$ cat config.mk
export PLATFORM = sky130hd
export DESIGN_NAME = glyph_bitmap_blitter
export DESIGN_NICKNAME = d
export VERILOG_FILES = /design/src/rtl/gbb_pkg.sv /design/src/rtl/gbb_wr_fmt.sv /design/src/rtl/glyph_bitmap_blitter.sv
export SDC_FILE = /design/constraint.sdc
export NUM_CORES = 1
export LEC_CHECK = 0
export ABC_CLOCK_PERIOD_IN_PS = 8200
export BUFFER_PORTS_ARGS = -buffer_cell sky130_fd_sc_hd__buf_4
export CAP_MARGIN = 0
export CORE_MARGIN = 10
export CORE_UTILIZATION = 30
export DETAILED_ROUTE_END_ITERATION = 10
export PLACE_DENSITY = 0.53
export SETUP_SLACK_MARGIN = 0.3
export SLEW_MARGIN = 20
export SYNTH_ARGS = -nofsm -noshare
export SYNTH_HDL_FRONTEND = slang
export SYNTH_HIERARCHICAL = 1
export SYNTH_SLANG_ARGS = --single-unit
$ cat constraint.sdc
create_clock -name clk -period 8.2 [get_ports clk]
set_input_delay 0.82 -clock clk [delete_from_list [all_inputs] [get_ports clk]]
set_output_delay 0.82 -clock clk [all_outputs]
set_load 0.02 [all_outputs]
$ cat src/rtl/gbb_pkg.sv
// Package with the shared types and constants of the glyph bitmap blitter.
`default_nettype none
package gbb_pkg;

  localparam int OFS_W   = 26;
  localparam int DATA_W  = 32;
  localparam int CNT_W   = 12;
  localparam int ORG_W   = 13;
  localparam int SCR_W   = 13;
  localparam int CFG_A_W = 3;

  localparam logic [SCR_W-1:0] SCR_W_RST = 13'd800;
  localparam logic [SCR_W-1:0] SCR_H_RST = 13'd480;

  typedef enum logic [1:0] {
    FMT_8   = 2'd0,
    FMT_16  = 2'd1,
    FMT_32  = 2'd2,
    FMT_RSV = 2'd3
  } gbb_fmt_t;

  typedef enum logic [CFG_A_W-1:0] {
    REG_ORIGIN_X  = 3'd0,
    REG_ORIGIN_Y  = 3'd1,
    REG_GLYPH_W   = 3'd2,
    REG_GLYPH_H   = 3'd3,
    REG_COLOR     = 3'd4,
    REG_FORMAT    = 3'd5,
    REG_SCREEN_W  = 3'd6,
    REG_SCREEN_H  = 3'd7
  } gbb_reg_t;

  typedef struct packed {
    logic              valid;
    logic [OFS_W-1:0]  offset;
    logic [DATA_W-1:0] data;
    logic [1:0]        size;
  } gbb_wr_t;

endpackage
`default_nettype wire

$ cat src/rtl/gbb_wr_fmt.sv
// Framebuffer write formatter: byte offset and pixel data for one glyph pixel.
`default_nettype none
module gbb_wr_fmt #(
  parameter int MAX_RES = 4096
) (
  input  wire logic                          wr,
  input  wire logic [$clog2(MAX_RES)-1:0]    x,
  input  wire logic [$clog2(MAX_RES)-1:0]    y,
  input  wire logic [$clog2(MAX_RES+1)-1:0]  sw,
  input  wire gbb_pkg::gbb_fmt_t             fmt,
  input  wire logic [gbb_pkg::DATA_W-1:0]    color,
  output gbb_pkg::gbb_wr_t                   res
);
  import gbb_pkg::*;

  localparam int CRD_W = $clog2(MAX_RES);
  localparam int RES_W = $clog2(MAX_RES + 1);
  localparam int SUM_W = (CRD_W + RES_W + 3 > OFS_W) ? CRD_W + RES_W + 3 : OFS_W;

  logic [SUM_W-1:0] prod;
  logic [SUM_W-1:0] base;
  logic [SUM_W-1:0] scaled;
  logic             fmt_ok;
  logic [DATA_W-1:0] data;

  assign prod = SUM_W'(y) * SUM_W'(sw);
  assign base = prod + SUM_W'(x);

  always_comb begin
    fmt_ok = 1'b1;
    scaled = base;
    data   = color;
    case (fmt)
      FMT_8: begin
        scaled = base;
        data   = {24'd0, color[7:0]};
      end
      FMT_16: begin
        scaled = base << 1;
        data   = {16'd0, color[23:19], color[15:10], color[7:3]};
      end
      FMT_32: begin
        scaled = base << 2;
        data   = color;
      end
      default: begin
        fmt_ok = 1'b0;
      end
    endcase
  end

  always_comb begin
    res.valid  = wr && fmt_ok;
    res.offset = res.valid ? scaled[OFS_W-1:0] : '0;
    res.data   = res.valid ? data : '0;
    res.size   = fmt_ok ? fmt : FMT_8;
  end

endmodule
`default_nettype wire

$ cat src/rtl/glyph_bitmap_blitter.sv
// Top level of the glyph bitmap blitter: counters, clipping and the output stage.
//
//   channel  direction  contents
//   in_      slave      one glyph mask byte per word
//   out_     master     one framebuffer write per word, tlast on the last glyph pixel
//   cfg_     slave      register index and write data, always ready
//
// Each accepted input word gives one output word through the clip and output registers.
// The block takes one word per cycle while not stalled; the limit is the single pass through
// the row-times-width multiplier between the clip register and the output register.
// Reset clears the counters and the pipeline valids and loads the register defaults.
// A stall on the output holds both stages and removes in_tready only once they are full.
`default_nettype none
module glyph_bitmap_blitter #(
  parameter int MAX_RES = 4096
) (
  input  wire logic                           clk,
  input  wire logic                           rst_n,
  input  wire logic                           in_tvalid,
  output      logic                           in_tready,
  input  wire logic [7:0]                     in_tdata,   // mask_value
  output      logic                           out_tvalid,
  input  wire logic                           out_tready,
  output      logic [63:0]                    out_tdata,  // byte_offset, write_data, zero pad
  output      logic [2:0]                     out_tuser,  // write_valid, write_size
  output      logic                           out_tlast,
  input  wire logic                           cfg_valid,
  output      logic                           cfg_ready,
  input  wire logic [gbb_pkg::CFG_A_W-1:0]    cfg_addr,
  input  wire logic [gbb_pkg::DATA_W-1:0]     cfg_data
);
  import gbb_pkg::*;

  localparam int CRD_W = $clog2(MAX_RES);
  localparam int RES_W = $clog2(MAX_RES + 1);

  logic signed [ORG_W-1:0] org_x_r, org_y_r;
  logic [CNT_W-1:0]        gw_r, gh_r;
  logic [DATA_W-1:0]       color_r;
  gbb_fmt_t                fmt_r;
  logic [SCR_W-1:0]        scr_w_r, scr_h_r;

  logic [CNT_W-1:0]        col_r, col_nxt, row_r, row_nxt;

  logic                    a_v_r, a_v_nxt;
  logic                    a_wr_r, a_done_r;
  logic [CRD_W-1:0]        a_x_r, a_y_r;

  logic                    out_v_r, out_v_nxt;
  gbb_wr_t                 out_wr_r;
  logic                    out_done_r;

  logic                    in_acc, ready_a, ready_b;
  logic [RES_W-1:0]        sw_c, sh_c;
  logic signed [ORG_W:0]   x_s, y_s;
  logic                    x_on, y_on, in_glyph, row_end, done;
  gbb_wr_t                 wr_res;

  assign cfg_ready = 1'b1;

  always_ff @(posedge clk) begin
    if (!rst_n) begin
      org_x_r <= '0;
      org_y_r <= '0;
      gw_r    <= '0;
      gh_r    <= '0;
      color_r <= '0;
      fmt_r   <= FMT_32;
      scr_w_r <= SCR_W_RST;
      scr_h_r <= SCR_H_RST;
    end else if (cfg_valid && cfg_ready) begin
      case (gbb_reg_t'(cfg_addr))
        REG_ORIGIN_X: org_x_r <= $signed(cfg_data[ORG_W-1:0]);
        REG_ORIGIN_Y: org_y_r <= $signed(cfg_data[ORG_W-1:0]);
        REG_GLYPH_W:  gw_r    <= cfg_data[CNT_W-1:0];
        REG_GLYPH_H:  gh_r    <= cfg_data[CNT_W-1:0];
        REG_COLOR:    color_r <= cfg_data;
        REG_FORMAT:   fmt_r   <= gbb_fmt_t'(cfg_data[1:0]);
        REG_SCREEN_W: scr_w_r <= cfg_data[SCR_W-1:0];
        REG_SCREEN_H: scr_h_r <= cfg_data[SCR_W-1:0];
        default: ;
      endcase
    end
  end

  assign ready_b   = !out_v_r || out_tready;
  assign ready_a   = !a_v_r || ready_b;
  assign in_tready = ready_a;
  assign in_acc    = in_tvalid && ready_a;

  assign sw_c = (14'(scr_w_r) > 14'(MAX_RES)) ? RES_W'(MAX_RES) : RES_W'(scr_w_r);
  assign sh_c = (14'(scr_h_r) > 14'(MAX_RES)) ? RES_W'(MAX_RES) : RES_W'(scr_h_r);

  assign x_s  = $signed({org_x_r[ORG_W-1], org_x_r}) + $signed({2'b00, col_r});
  assign y_s  = $signed({org_y_r[ORG_W-1], org_y_r}) + $signed({2'b00, row_r});
  assign x_on = !x_s[ORG_W] && (14'(x_s[ORG_W-1:0]) < 14'(sw_c));
  assign y_on = !y_s[ORG_W] && (14'(y_s[ORG_W-1:0]) < 14'(sh_c));

  assign in_glyph = (col_r < gw_r) && (row_r < gh_r);
  assign row_end  = ({1'b0, col_r} + 13'd1) >= {1'b0, gw_r};
  assign done     = row_end && (({1'b0, row_r} + 13'd1) >= {1'b0, gh_r});

  always_comb begin
    col_nxt = col_r;
    row_nxt = row_r;
    if (in_acc) begin
      if (done) begin
        col_nxt = '0;
        row_nxt = '0;
      end else if (row_end) begin
        col_nxt = '0;
        row_nxt = row_r + 12'd1;
      end else begin
        col_nxt = col_r + 12'd1;
      end
    end
  end

  assign a_v_nxt   = in_acc ? 1'b1 : (ready_b ? 1'b0 : a_v_r);
  assign out_v_nxt = ready_b ? a_v_r : out_v_r;

  always_ff @(posedge clk) begin
    if (!rst_n) begin
      col_r   <= '0;
      row_r   <= '0;
      a_v_r   <= 1'b0;
      out_v_r <= 1'b0;
    end else begin
      col_r   <= col_nxt;
      row_r   <= row_nxt;
      a_v_r   <= a_v_nxt;
      out_v_r <= out_v_nxt;
    end
  end

  always_ff @(posedge clk) begin
    if (in_acc) begin
      a_wr_r   <= in_glyph && x_on && y_on && (in_tdata != 8'd0);
      a_done_r <= done;
      a_x_r    <= x_s[CRD_W-1:0];
      a_y_r    <= y_s[CRD_W-1:0];
    end
    if (ready_b && a_v_r) begin
      out_wr_r   <= wr_res;
      out_done_r <= a_done_r;
    end
  end

  gbb_wr_fmt #(
    .MAX_RES (MAX_RES)
  ) u_wr_fmt (
    .wr    (a_wr_r),
    .x     (a_x_r),
    .y     (a_y_r),
    .sw    (sw_c),
    .fmt   (fmt_r),
    .color (color_r),
    .res   (wr_res)
  );

  assign out_tvalid = out_v_r;
  assign out_tdata  = {6'd0, out_wr_r.data, out_wr_r.offset};
  assign out_tuser  = {out_wr_r.size, out_wr_r.valid};
  assign out_tlast  = out_done_r;

  a_wr_fmt_legal: assert property (@(posedge clk) disable iff (!rst_n)
    out_v_r && out_wr_r.valid |-> out_wr_r.size != FMT_RSV)
    else $error("write issued with the reserved pixel format");

  a_idle_zero: assert property (@(posedge clk) disable iff (!rst_n)
    out_v_r && !out_wr_r.valid |-> out_wr_r.offset == '0 && out_wr_r.data == '0)
    else $error("skipped pixel carries a nonzero offset or data");

  a_done_clears: assert property (@(posedge clk) disable iff (!rst_n)
    in_acc && done |=> col_r == '0 && row_r == '0)
    else $error("counters not cleared after the last glyph pixel");

  a_stage_hold: assert property (@(posedge clk) disable iff (!rst_n)
    a_v_r && !ready_b |=> a_v_r && $stable(a_wr_r) && $stable(a_done_r))
    else $error("clip stage lost a word during an output stall");

  a_no_count_stall: assert property (@(posedge clk) disable iff (!rst_n)
    !in_acc |=> $stable(col_r) && $stable(row_r))
    else $error("glyph counters moved without an accepted word");

endmodule
`default_nettype wire

Word level (Yosys, flattened, before mapping) --
Index checks and enable logic that the tools add are counted.
Word-level totals: bits in registers 224, logic and storage cells 88
Operators by class: add/subtract/negate cells 7, order comparisons 8, mux-type cells 11, multipliers 1, equal/unequal tests 9, reductions and logical operators 31
Operators by type and width (number):
- 32-bit case mux with 2 select lines | 1
- 26-bit case mux with 2 select lines | 1
- 12-bit two-way mux | 4
- 13-bit by 13-bit adder with 14-bit output | 2
- 12-bit by 1-bit adder with 13-bit output, second input constant | 2
- 25-bit by 12-bit adder with 26-bit output | 1
- 13-bit by 12-bit >= comparator with 1-bit output | 2
- 13-bit greater-than comparator, second input constant | 2
- 13-bit < comparator | 2
- 13-bit two-way mux | 2
- 12-bit by 13-bit multiplier with 25-bit output | 1
- 12-bit by 1-bit adder with 12-bit output, second input constant | 2
- 12-bit < comparator | 2
- 2-bit AND reduction | 9
- 3-bit == test, second input constant | 4
- 1-bit logical AND | 10
- 8-bit nonzero test | 1
- 3-bit by 2-bit == test with 1-bit output, second input constant | 2
- 1-bit logical NOT | 4
- 2-bit nonzero test | 2
- 3-bit by 1-bit == test with 1-bit output, second input constant | 1
- 3-bit logical NOT | 1
- 1-bit two-way mux | 3
- 3-bit OR reduction | 1
- other kinds (4) | 5

Longest topological paths before layout --
Gate-level depths: netlist of run 1.
word-level depth 7, depth in mapped cells 26, gate-level depth less buffers 23

Cells and area by module --
The synthesis of run 1 kept the hierarchy.
By module, submodules not included:
- glyph_bitmap_blitter | area each 10877.9 um2, seq. area each 5365.1 um2, instances 1, cells each 1161
- gbb_wr_fmt | area each 6776.5 um2, seq. area each 0.0 um2, instances 1, cells each 856

Least setup slack after synthesis of run 1 --
OpenSTA, ideal clock, no wires.
kind register -> register, from reg scr_w_r[12], to reg out_wr_r, in the netlist out_tdata[18] (data pin), clock period less this slack 5.989 ns, stages on the path, launching flop included 25, data arrival time 5.730 ns, required time 7.941 ns, path buffers 3, path slack 2.211 ns, library setup time 0.259 ns, cell sequence dfxtp_1 > inv_1 > clkbuf_1 > nand2_1 > inv_1 > clkbuf_1 > nand2_1 > fa_1 > fa_1 > inv_1 > fa_1 > fa_1 > inv_1 > fa_1 > inv_1 > ha_1 > clkbuf_2 > a21oi_1 > and2b_2 > a41o_2 > or3_1 > a21oi_2 > xnor2_1 > a221oi_2 > nor3_1
On the way: cells in the longest elaborated chain, start to end 5
Ends and longest elaborated chain:
- start: declaration | line glyph_bitmap_blitter.sv:41 | logic [SCR_W-1:0] scr_w_r, scr_h_r;
- start signal: assignment | line glyph_bitmap_blitter.sv:79 | REG_SCREEN_W: scr_w_r <= cfg_data[SCR_W-1:0];
- 13-bit greater-than comparator | line glyph_bitmap_blitter.sv:91 | assign sw_c = (14'(scr_w_r) > 14'(MAX_RES)) ? RES_W'(MAX_RES) : RES_W'(scr_w_r);
- 13-bit two-way mux | line glyph_bitmap_blitter.sv:91
- net sw_c[9] | line glyph_bitmap_blitter.sv:54 | logic [RES_W-1:0] sw_c, sh_c;
- 12-bit by 13-bit multiplier with 25-bit output | line gbb_wr_fmt.sv:26 | assign prod = SUM_W'(y) * SUM_W'(sw);
- 25-bit by 12-bit adder with 26-bit output | line gbb_wr_fmt.sv:27 | assign base = prod + SUM_W'(x);
- 26-bit case mux with 2 select lines | line gbb_wr_fmt.sv:33 | case (fmt)
- end signal: assignment | line glyph_bitmap_blitter.sv:144 | out_wr_r <= wr_res;
- end: declaration | line glyph_bitmap_blitter.sv:50 | gbb_wr_t out_wr_r;
The timed path passes the listed nets, and every way through them passes these cells. A chain may end at the register's enable or synchronous reset.

Worst setup path in the final report of run 1 --
from reg scr_w_r[12], to reg out_wr_r, in the netlist out_tdata[19] (data pin)
Same word-level chain as after synthesis.

==> impl_metrics.csv, run 1 <==
group,metric,value,unit
yosys,syn_area,17700,µm²
timing,max_slew.worst_pin.slew,0.989,ns
timing,max_freq,152,MHz
setup_path,reg2regPathDepth,20,
timing,tns,0,ns
finish,nFillCells,5989,
cts,cts_resized,0,
yosys,async_flop_share,0,
routing,vias_per_cell,4.83,
cts,clock-sinks,224,
die,dieHeight,263,µm
die,die_area,69000,µm²
routing,dr.pass1.iters,6,
cts,clk-insertion-delay-late,0.56,ns
run,cap_violations,0,
timing,hold_viol_final,0,
setup_path,r2r-end,"out_tdata[19]",
yosys,synth_edf_count,88,
timing,setup_viol,0,
hold_path,min-delay-path-class,"flop to flop",
finish,area_growth,13.1,%
finish,antennaDiodeCount,0,
yosys,yosys.area_share.adder,0.266,
pwr,power_density,169,nW/µm²
setup_path,worst_setup_path_end_kind,"flop",
cts,cts_buffers,27,
setup_path,start_kind,"flop",
yosys,synth_compound_area_frac,0.125,
global_route,grt_pass1_vias,13800,
placed_design,placedCellCount,2800,
routing,drt-total-wl,48.0,mm
cts,cts_setup_buffers,0,
routing,drc,0,
die,io-pin-count,119,
placed_design,io_buffer_count,111,
global_route,grt_max_degree,68,
pwr,peakVddDrop,147,µV
routing,ant_nets,0,
yosys,synth-seq-area-share,0.304,
pwr,power_leakage,8.84,nW
cts,cts_tree,"built",
yosys,synth_cells,2017,
timing,finalCritPeriodShare,0.802,
timing,maxSlewViolCount,0,
setup_path,required,8.49,ns
setup_path,rrSetupSlack,1.63,ns
routing,via_count,13800,
finish,drive_above_1_share,0.0930,
global_route,overflow,0,
yosys,synth_xor_area_frac,0.0318,
yosys,synth_simple_gate_area_share,0.187,
die,start_util,0.304,
timing,rsz0062_at_grt,"false",
cts,cts_hold_buf,0,
placed_design,dp_hpwl,37.2,mm
setup_path,arrival,6.87,ns
yosys,synth_ff_type,"dfxtp_1",
yosys,synth.avg_cell_area,8.75,µm²
yosys,yosys_warnings,6,
cts,cts_root_buf,"clkbuf_16",
setup_path,crit_start,"scr_w_r[12]",
finish,multi_input_area,10800,µm²
global_route,antenna_found_initial,0,
cts,path_clk_slew,0.06,ns
status,outcome,"completed",
global_route,grtUsageTotal,0.135,
routing,wl_per_cell,16.8,µm
yosys,ys_ff_latch,224,
cts,htreeDepth,1,
yosys,synth_top_family_by_area,"adder cells",
setup_path,crit_path_end,"out_tdata[19]",
timing,fin_crit,6.57,ns
die,core-area,58000,µm²
global_route,grt_pass1_wl,76.3,mm
placed_design,place_congestion,0.860,
setup_path,worst-setup-path-type,"flop to flop",
setup_path,critPathMaxFanout,15,
timing,skew,0.0260,ns
yosys,netlist-cell-type-count,78,
timing,slew_headroom,0.340,
hold_path,min_path_cells,0,
setup_path,reg2reg_from,"scr_w_r[12]",
routing,drt_iter0_markers,711,
cts,cts_buffer_depth,3,
finish,final_cells,2850,
yosys,synthMuxAreaShare,0.00170,
die,rows,88,
die,die_w,263,µm
finish,seq_area,5370,µm²
finish,nets,2413,
-- worst max-delay path, stage by stage, from the launching register on --
cell and delay, ns:
dfxtp_1 0.64, inv_1 0.31, nand2_1 0.16, inv_1 0.18, and2_1 0.24, fa_1 0.50, fa_1 0.51, fa_1 0.52
fa_1 0.55, inv_1 0.05, fa_1 0.52, inv_1 0.05, ha_1 0.38, a21oi_1 0.20, and2b_2 0.24, a41o_2 0.24
or3_1 0.32, a21oi_2 0.18, xnor2_1 0.12, a221oi_1 0.28, nor2_1 0.08
-- per-stage QoR --
step           power [W]  utilization  cell area [µm²]  hold WS, ns  setup WS [ns]
6_report         0.00337        0.344            20000        0.432           1.63
4_1_cts          0.00341        0.344            20000        0.435           1.61
3_5_place_dp     0.00213        0.328            19000        0.409           1.62
2_1_floorplan    0.00190            -            17700        0.400           2.21
5_1_grt          0.00357        0.344            20000        0.465           1.21
3_3_place_gp     0.00212        0.328            19000        0.422           1.79
-- layer usage --
| metal | track usage | vias to the layer above | wire length [µm] |
|---|---|---|---|
| met5 | 0 | - | 0 |
| li1 | - | 6762 | - |
| met4 | 0.0332 | 0 | 859 |
| met3 | 0.0178 | 53 | 1940 |
| met1 | 0.177 | 6703 | 21800 |
| met2 | 0.229 | 261 | 23400 |
-- cell usage in the layout (no fill, tap or decap), types with 7 or more instances in the layout --
cell type    n
a22oi_1     19
nand2b_1    15
o21a_1      20
xor2_1      27
buf_4      121
inv_1      247
and2_1      78
nor2_1     101
fa_1       124
clkbuf_16   30
a211oi_1    12
ha_1       177
and3_1      23
clkinv_2     7
nand3_1     37
edfxtp_1    88
nand4_1     12
or3_1        7
nand2_1    363
dfxtp_1    136
nor2b_1     15
o21ai_0     47
conb_1       7
a221oi_1    18
nor3b_1      7
nor3_1      24
xnor2_1     37
o211ai_1     7
a21o_1      14
a21oi_1    161
-- worst min path at each step --
stage               startpoint        end  slack (ns)
global route          a_done_r  out_tlast        0.46
finish                a_done_r  out_tlast        0.43
floorplan             a_done_r  out_tlast        0.40
detailed placement    a_done_r  out_tlast        0.41
CTS                   a_done_r  out_tlast        0.44
global placement      a_done_r  out_tlast        0.42
-- cell usage after synthesis, types with 9 or more instances --
| library cell | instances | area (µm²) |
|---|---|---|
| o21ai_0 | 47 | 235 |
| nor2b_1 | 16 | 100 |
| a211oi_1 | 12 | 90.1 |
| nand4_1 | 12 | 75.1 |
| xor2_1 | 27 | 236 |
| buf_4 | 9 | 67.6 |
| a221oi_1 | 18 | 158 |
| a21oi_1 | 161 | 806 |
| fa_1 | 124 | 2480 |
| inv_1 | 247 | 927 |
| a22oi_1 | 19 | 143 |
| edfxtp_1 | 88 | 2640 |
| nor2_1 | 102 | 383 |
| nand2_1 | 363 | 1360 |
| o21a_1 | 20 | 150 |
| and3_1 | 23 | 144 |
| dfxtp_1 | 136 | 2720 |
| a21o_1 | 14 | 105 |
| nand2b_1 | 15 | 93.8 |
| xnor2_1 | 37 | 324 |
| nor3_1 | 25 | 125 |
| clkbuf_1 | 83 | 312 |
| nand3_1 | 37 | 185 |
| and2_1 | 78 | 488 |
| ha_1 | 177 | 2210 |
-- layout make-up --
cell class              count  share of cell area
well taps                 765              0.0479
flip-flops and latches    224               0.269
clock inverters            12             0.00652
clock buffers              38              0.0416
multi-input cells        1441               0.543
repair buffers            121              0.0455
inverters                 249              0.0469
-- report_power, final --
group / leakage, nW / total [W] / internal, W / switching [W]
clock: 0.482 / 0.00127 / 0.000774 / 0.000495
sequential: 1.98 / 0.00124 / 0.00121 / 0.0000348
combinational: 6.38 / 0.000861 / 0.000327 / 0.000534
-- flip-flops by register name, summed over array words and instances, names as in the netlist, 13 cells and up --
signal	count
org_y_r	13
org_x_r	13
scr_w_r	13
color_r	32
scr_h_r	13
out_tdata	58
-- cells by family after synthesis --
group / count (synthesis)
and+or+nand+nor: 716
AOI/OAI and AO/OA: 350
other: 2
adders and majority gates: 301
xor gates and xnor gates: 64
muxes: 3
buffers and inverters: 357
DFF: 224
(Power assumes the default switching activity.)
==> run 2: changes to the inputs <==
- ABC_CLOCK_PERIOD_IN_PS: 8200 -> 5600
- PLACE_DENSITY: 0.53 -> 0.55
- clock period: 8.2 -> 5.6 ns (I/O delays scaled with it)
==> run 2 against run 1 <==
  * Die area unchanged
  * First-iteration DRC count up 14%
  * Clock power up 28%
  * Combinational power up 100%
  * Critical path type unchanged
  * Largest cell class unchanged
==> impl_metrics.csv, run 2 (synthesis gave the netlist of run 1 again) <==
group,metric,value,unit
finish,mostFrequentLayoutCells,"350 x nand2_1, 218 x buf_4, 213 x inv_1",
timing,setup_viol,0,
routing,drt_iter0_markers,814,
routing,drc,0,
die,io-pin-count,119,
pwr,peakVddDrop,194,µV
setup_path,cp_common_cell,"fa_1",
timing,skew,0.0157,ns
placed_design,placedCellCount,2896,
cts,cts_buffers,25,
finish,largest_reg_flops,58,
die,rows,88,
cts,cts_buffer_depth,3,
setup_path,crit_slowest_cell,"fa_1",
pwr,internal_power,0.00351,W
setup_path,worst_setup_path_end_kind,"flop",
setup_path,arrival,5.95,ns
timing,maxSlewViolCount,0,
pwr,power.total,0.00519,W
cts,cts_tree,"built",
pwr,p_seq_frac,0.349,
cts,cts_root_buf,"clkbuf_16",
pwr,power_frac_clock,0.312,
global_route,grt_pass1_wl,78.7,mm
routing,wl_per_cell,16.7,µm
cts,clock-sinks,224,
finish,antennaDiodeCount,0,
cts,clk-insertion-delay-late,0.54,ns
global_route,antenna_found_initial,1,
routing,ant_nets,0,
die,die_w,263,µm
timing,max_slew.worst_pin.slew,1.09,ns
finish,drive_above_1_share,0.198,
timing,slew_headroom,0.275,
global_route,grtUsageTotal,0.138,
pwr,p_sw,0.00168,W
run,cap_violations,0,
routing,via_count,14200,
global_route,overflow,0,
die,start_util,0.304,
cts,path_clk_slew,0.06,ns
routing,drt-total-wl,49.3,mm
timing,finalCritPeriodShare,0.996,
pwr,power_leakage,9.40,nW
die,dieHeight,263,µm
finish,area_growth,21.0,%
finish,nets,2521,
placed_design,dp_hpwl,38.2,mm
pwr,swShare,0.324,
finish,layout_commonest_cell,"nand2_1",
die,core-area,58000,µm²
finish,final_cells,2956,
status,outcome,"completed",
timing,rsz0062_at_grt,"true",
hold_path,min-delay-path-class,"input port to flop",
timing,hold_viol_final,0,
setup_path,worst-setup-path-type,"flop to flop",
global_route,grt_pass1_vias,14300,
cts,htreeDepth,1,
setup_path,critPathMaxFanout,5,
placed_design,io_buffer_count,111,
die,die_area,69000,µm²
setup_path,cpPeakStageDelay,0.53,ns
timing,fin_crit,5.58,ns
global_route,grt_max_degree,63,
setup_path,start_kind,"flop",
pwr,power_density,243,nW/µm²
routing,vias_per_cell,4.81,
placed_design,place_congestion,0.873,
setup_path,required,5.97,ns
setup_path,crit_path_cell_trace,"inv_8 > buf_6 > nand2_8 > inv_8 > and2_4 > fa_1 > inv_1 > fa_1 > inv_2 > fa_1 > fa_1 > inv_1 > fa_1 > inv_2 > ha_4 > o21a_1 > or2_1 > a41oi_2 > o211ai_2 > buf_4 > a21oi_2 > xnor2_1 > a22oi_1 > a211oi_1",
pwr,power.share.combinational,0.339,
routing,dr.pass1.iters,5,
timing,max_freq,179,MHz
==> run 2: cell count changes in the layout (fill, tap and decap cells not counted), sizes merged <==
| cell | delta |
|---|---|
| bufinv | -1 |
| clkbuf | -3 |
| buf | +108 |
| clkinvlp | +1 |
| clkinv | +1 |
==> run 2: worst max-delay path: cells and delay by family (launching register included) <==
kind | cells | cell delay (ns)
AO/OA/AOI/OAI | 6 | 1.10
AND/OR/NAND/NOR | 3 | 0.45
XOR/XNOR | 1 | 0.16
adder cells (fa/ha/maj) | 6 | 2.69
flip-flops | 1 | 0.40
buffers and inverters | 8 | 0.60
==> run 2: what timing repair did <==
item	4_1_cts	5_1_grt
endpoints found under the setup margin	16	17
gates cloned	0	2
buffers inserted	6	6
hold buffers	0	0
gates resized for setup	59	102
pin swaps	28	99
==> run 2: routing by layer <==
layer  wire (µm)  vias up  GRT usage
met2       24700      274      0.242
li1            -     6984          -
met5           0        -          0
met4         756        0     0.0263
met3        1830       42     0.0161
met1       22000     6921      0.179
==> run 2: metrics by stage <==
| stage | worst slack, ns | hold slack, ns | setup TNS [ns] | cell area [µm²] | utilization |
|---|---|---|---|---|---|
| after floorplan | 0.00610 | 0.400 | 0 | 17900 | - |
| after global placement | -0.144 | 0.432 | -0.646 | 19800 | 0.342 |
| after detailed placement | -0.232 | 0.411 | -1.43 | 19800 | 0.342 |
| after CTS | -0.0191 | 0.247 | -0.0509 | 20900 | 0.361 |
| after global routing | -0.185 | 0.269 | -1.34 | 21400 | 0.368 |
| final | 0.0197 | 0.271 | 0 | 21400 | 0.368 |
==> run 2: final cells by class <==
class | instances | area (µm²)
Fill cell | 5903 | 36700
Inverter | 249 | 978
Tap cell | 765 | 957
Sequential cell | 224 | 5370
Timing Repair Buffer | 229 | 1770
Multi-Input combinational cell | 1441 | 11500
Clock inverter | 11 | 88.8
Timing Repair inverter | 2 | 15.0
Clock buffer | 35 | 714
==> run 2: worst paths after layout <==
path                from       endpoint  slack, ns  cells past startpoint
max          scr_w_r[12]  out_tdata[25]       0.02                     24
max reg2reg  scr_w_r[12]  out_tdata[25]       0.02                     24
min            in_tvalid          a_v_r       0.27                      3
min reg2reg     a_done_r      out_tlast       0.44                      0
==> run 2: power by group through the flow <==
stage               Clock [W]  Sequential, W  Combinational, W
CTS                   0.00165        0.00181           0.00162
global placement            0        0.00185           0.00145
finish                0.00162        0.00181           0.00176
floorplan                   0        0.00186           0.00101
global route          0.00171        0.00182           0.00195
detailed placement          0        0.00185           0.00146
==> run 3: changes to the inputs <==
- MAX_ROUTING_LAYER: unset -> met4
==> run 3 against run 2 <==
  * Critical path depth increased by 1
  * Critical endpoint unchanged
  * First-iteration DRC count decreased by 2.6%
  * The run now ends with setup timing left
  * Combinational power about the same
  * Highest routed layer unchanged
  * Largest cell class unchanged
  * Worst setup slack got worse by 0.073 ns
  * Final area decreased by 0.32%
  * Flip-flop and latch count unchanged
  * Sequential power about the same
==> impl_metrics.csv, run 3 (synthesis gave the netlist of run 1 again) <==
group,metric,value,unit
routing,drt-total-wl,49.4,mm
hold_path,min-delay-path-class,"input port to flop",
die,io-pin-count,119,
setup_path,critPathMaxFanout,5,
setup_path,reg2regPathDepth,25,
placed_design,io_buffer_count,111,
setup_path,start_kind,"flop",
cts,htreeDepth,1,
global_route,overflow,0,
finish,post-route-util,0.367,
hold_path,min_path_cells,3,
timing,tns,-0.0708,ns
finish,largest_reg_flops,58,
die,die_w,263,µm
timing,max_slew.worst_pin.slew,1.07,ns
global_route,grt_pass1_vias,14600,
finish,drive_above_1_share,0.188,
setup_path,worst-setup-path-type,"flop to flop",
global_route,grtUsageTotal,0.143,
cts,cts_buffers,25,
timing,skew,0.0184,ns
cts,cts_root_buf,"clkbuf_16",
timing,worst_hold_slack,0.276,ns
cts,cts_tree,"built",
finish,layout_commonest_cell,"nand2_1",
placed_design,dp_hpwl,38.1,mm
status,violations,"setup timing",
die,dieHeight,263,µm
timing,fin_crit,5.65,ns
routing,dr.pass1.iters,5,
setup_path,cpPeakStageDelay,0.53,ns
timing,rsz0062_at_grt,"true",
timing,timing.final.ws_setup,-0.0532,ns
timing,finalCritPeriodShare,1.01,
setup_path,cp_common_cell,"fa_1",
status,outcome,"finished with violations",
setup_path,arrival,6.02,ns
placed_design,postPlaceCellArea,19800,µm²
pwr,peakVddDrop,190,µV
setup_path,crit_slowest_cell,"fa_1",
global_route,grt_pass1_wl,79.6,mm
routing,drt_iter0_markers,793,
timing,slew_headroom,0.287,
timing,setup_viol,4,
cts,clk-insertion-delay-late,0.54,ns
routing,via_count,14300,
routing,vias_per_cell,4.80,
die,rows,88,
finish,design_area,21300,µm²
setup_path,required,5.97,ns
die,die_area,69000,µm²
pwr,power.total,0.00512,W
setup_path,crit_family,"adder cells",
cts,cts_buffer_depth,3,
routing,drc,0,
setup_path,crit_buf_inv,9,
finish,antennaDiodeCount,0,
timing,maxSlewViolCount,0,
finish,nFillCells,5893,
global_route,antenna_found_initial,0,
cts,path_clk_slew,0.06,ns
setup_path,crit_cells,25,
run,cap_violations,0,
die,core-area,58000,µm²
pwr,power_density,240,nW/µm²
timing,hold_viol_final,0,
finish,area_growth,20.6,%
placed_design,place_congestion,0.894,
pwr,power_leakage,9.45,nW
global_route,grt_max_degree,64,
routing,wl_per_cell,16.6,µm
cts,cts_hold_buf,0,
setup_path,worst_setup_path_end_kind,"flop",
timing,max_freq,177,MHz
finish,nets,2538,
die,start_util,0.304,
finish,mostFrequentLayoutCells,"354 x nand2_1, 234 x buf_4, 219 x inv_1",
cts,clock-sinks,224,
routing,ant_nets,0,
-- run 3: changes by cell type in the layout (fill, tap and decap cells not counted), sizes merged --
cell	before	now
clkinvlp	1	2
buf	229	246
clkinv	9	13
clkbuf	35	31
inv	251	248
-- run 3: where the power goes --
part | leakage, nW | switching (W) | internal, W | total (W)
clock network | 0.375 | 0.000667 | 0.000889 | 0.00156
registers | 1.98 | 0.0000427 | 0.00177 | 0.00181
logic | 7.10 | 0.000949 | 0.000803 | 0.00175
-- run 3: through the flow --
stage	instances	setup slack (ns)
after CTS	2962	0.0143
after detailed placement	2899	-0.212
after global routing	2971	-0.264
final	2971	-0.0532
after floorplan	2022	0.00610
after global placement	2899	-0.157
-- run 3: per-layer routing --
metal / GRT usage / wire length (µm) / up-vias
li1: - / - / 7011
met1: 0.181 / 22300 / 6977
met2: 0.243 / 24600 / 235
met3: 0.0138 / 1550 / 52
met4: 0.0323 / 971 / 0
met5: - / 0 / -
-- run 3: path summary, 6_finish.rpt --
kind | to | startpoint | slack [ns]
max | out_tdata[25] | scr_w_r[12] | -0.05
min | color_r[31] | cfg_data[31] | 0.28
max reg2reg | out_tdata[25] | scr_w_r[12] | -0.05
min reg2reg | out_tlast | a_done_r | 0.44
-- run 3: final cells by class --
class / count / area [µm²] / share of cell area
flip-flops and latches: 224 / 5370 / 0.252
multi-input cells: 1441 / 11300 / 0.532
repair buffers: 246 / 1910 / 0.0897
repair inverters: 2 / 7.51 / 0.000353
inverters: 249 / 963 / 0.0452
clock inverters: 13 / 93.8 / 0.00441
well taps: 765 / 957 / 0.0450
clock buffers: 31 / 668 / 0.0314
-- run 3: timing repair --
item	CTS	global route
resized for setup	73	37
pin swaps	67	49
setup buffers	17	9
gates cloned	2	0
endpoints found under the hold margin	0	0
endpoints found under the setup margin	16	16
-- run 3: tightest hold or removal path, delay by kind of cell --
kind,cells,cell delay (ns)
buffers and inverters,1,0.11
AND/OR/NAND/NOR,1,0.05
AO/OA/AOI/OAI,1,0.05
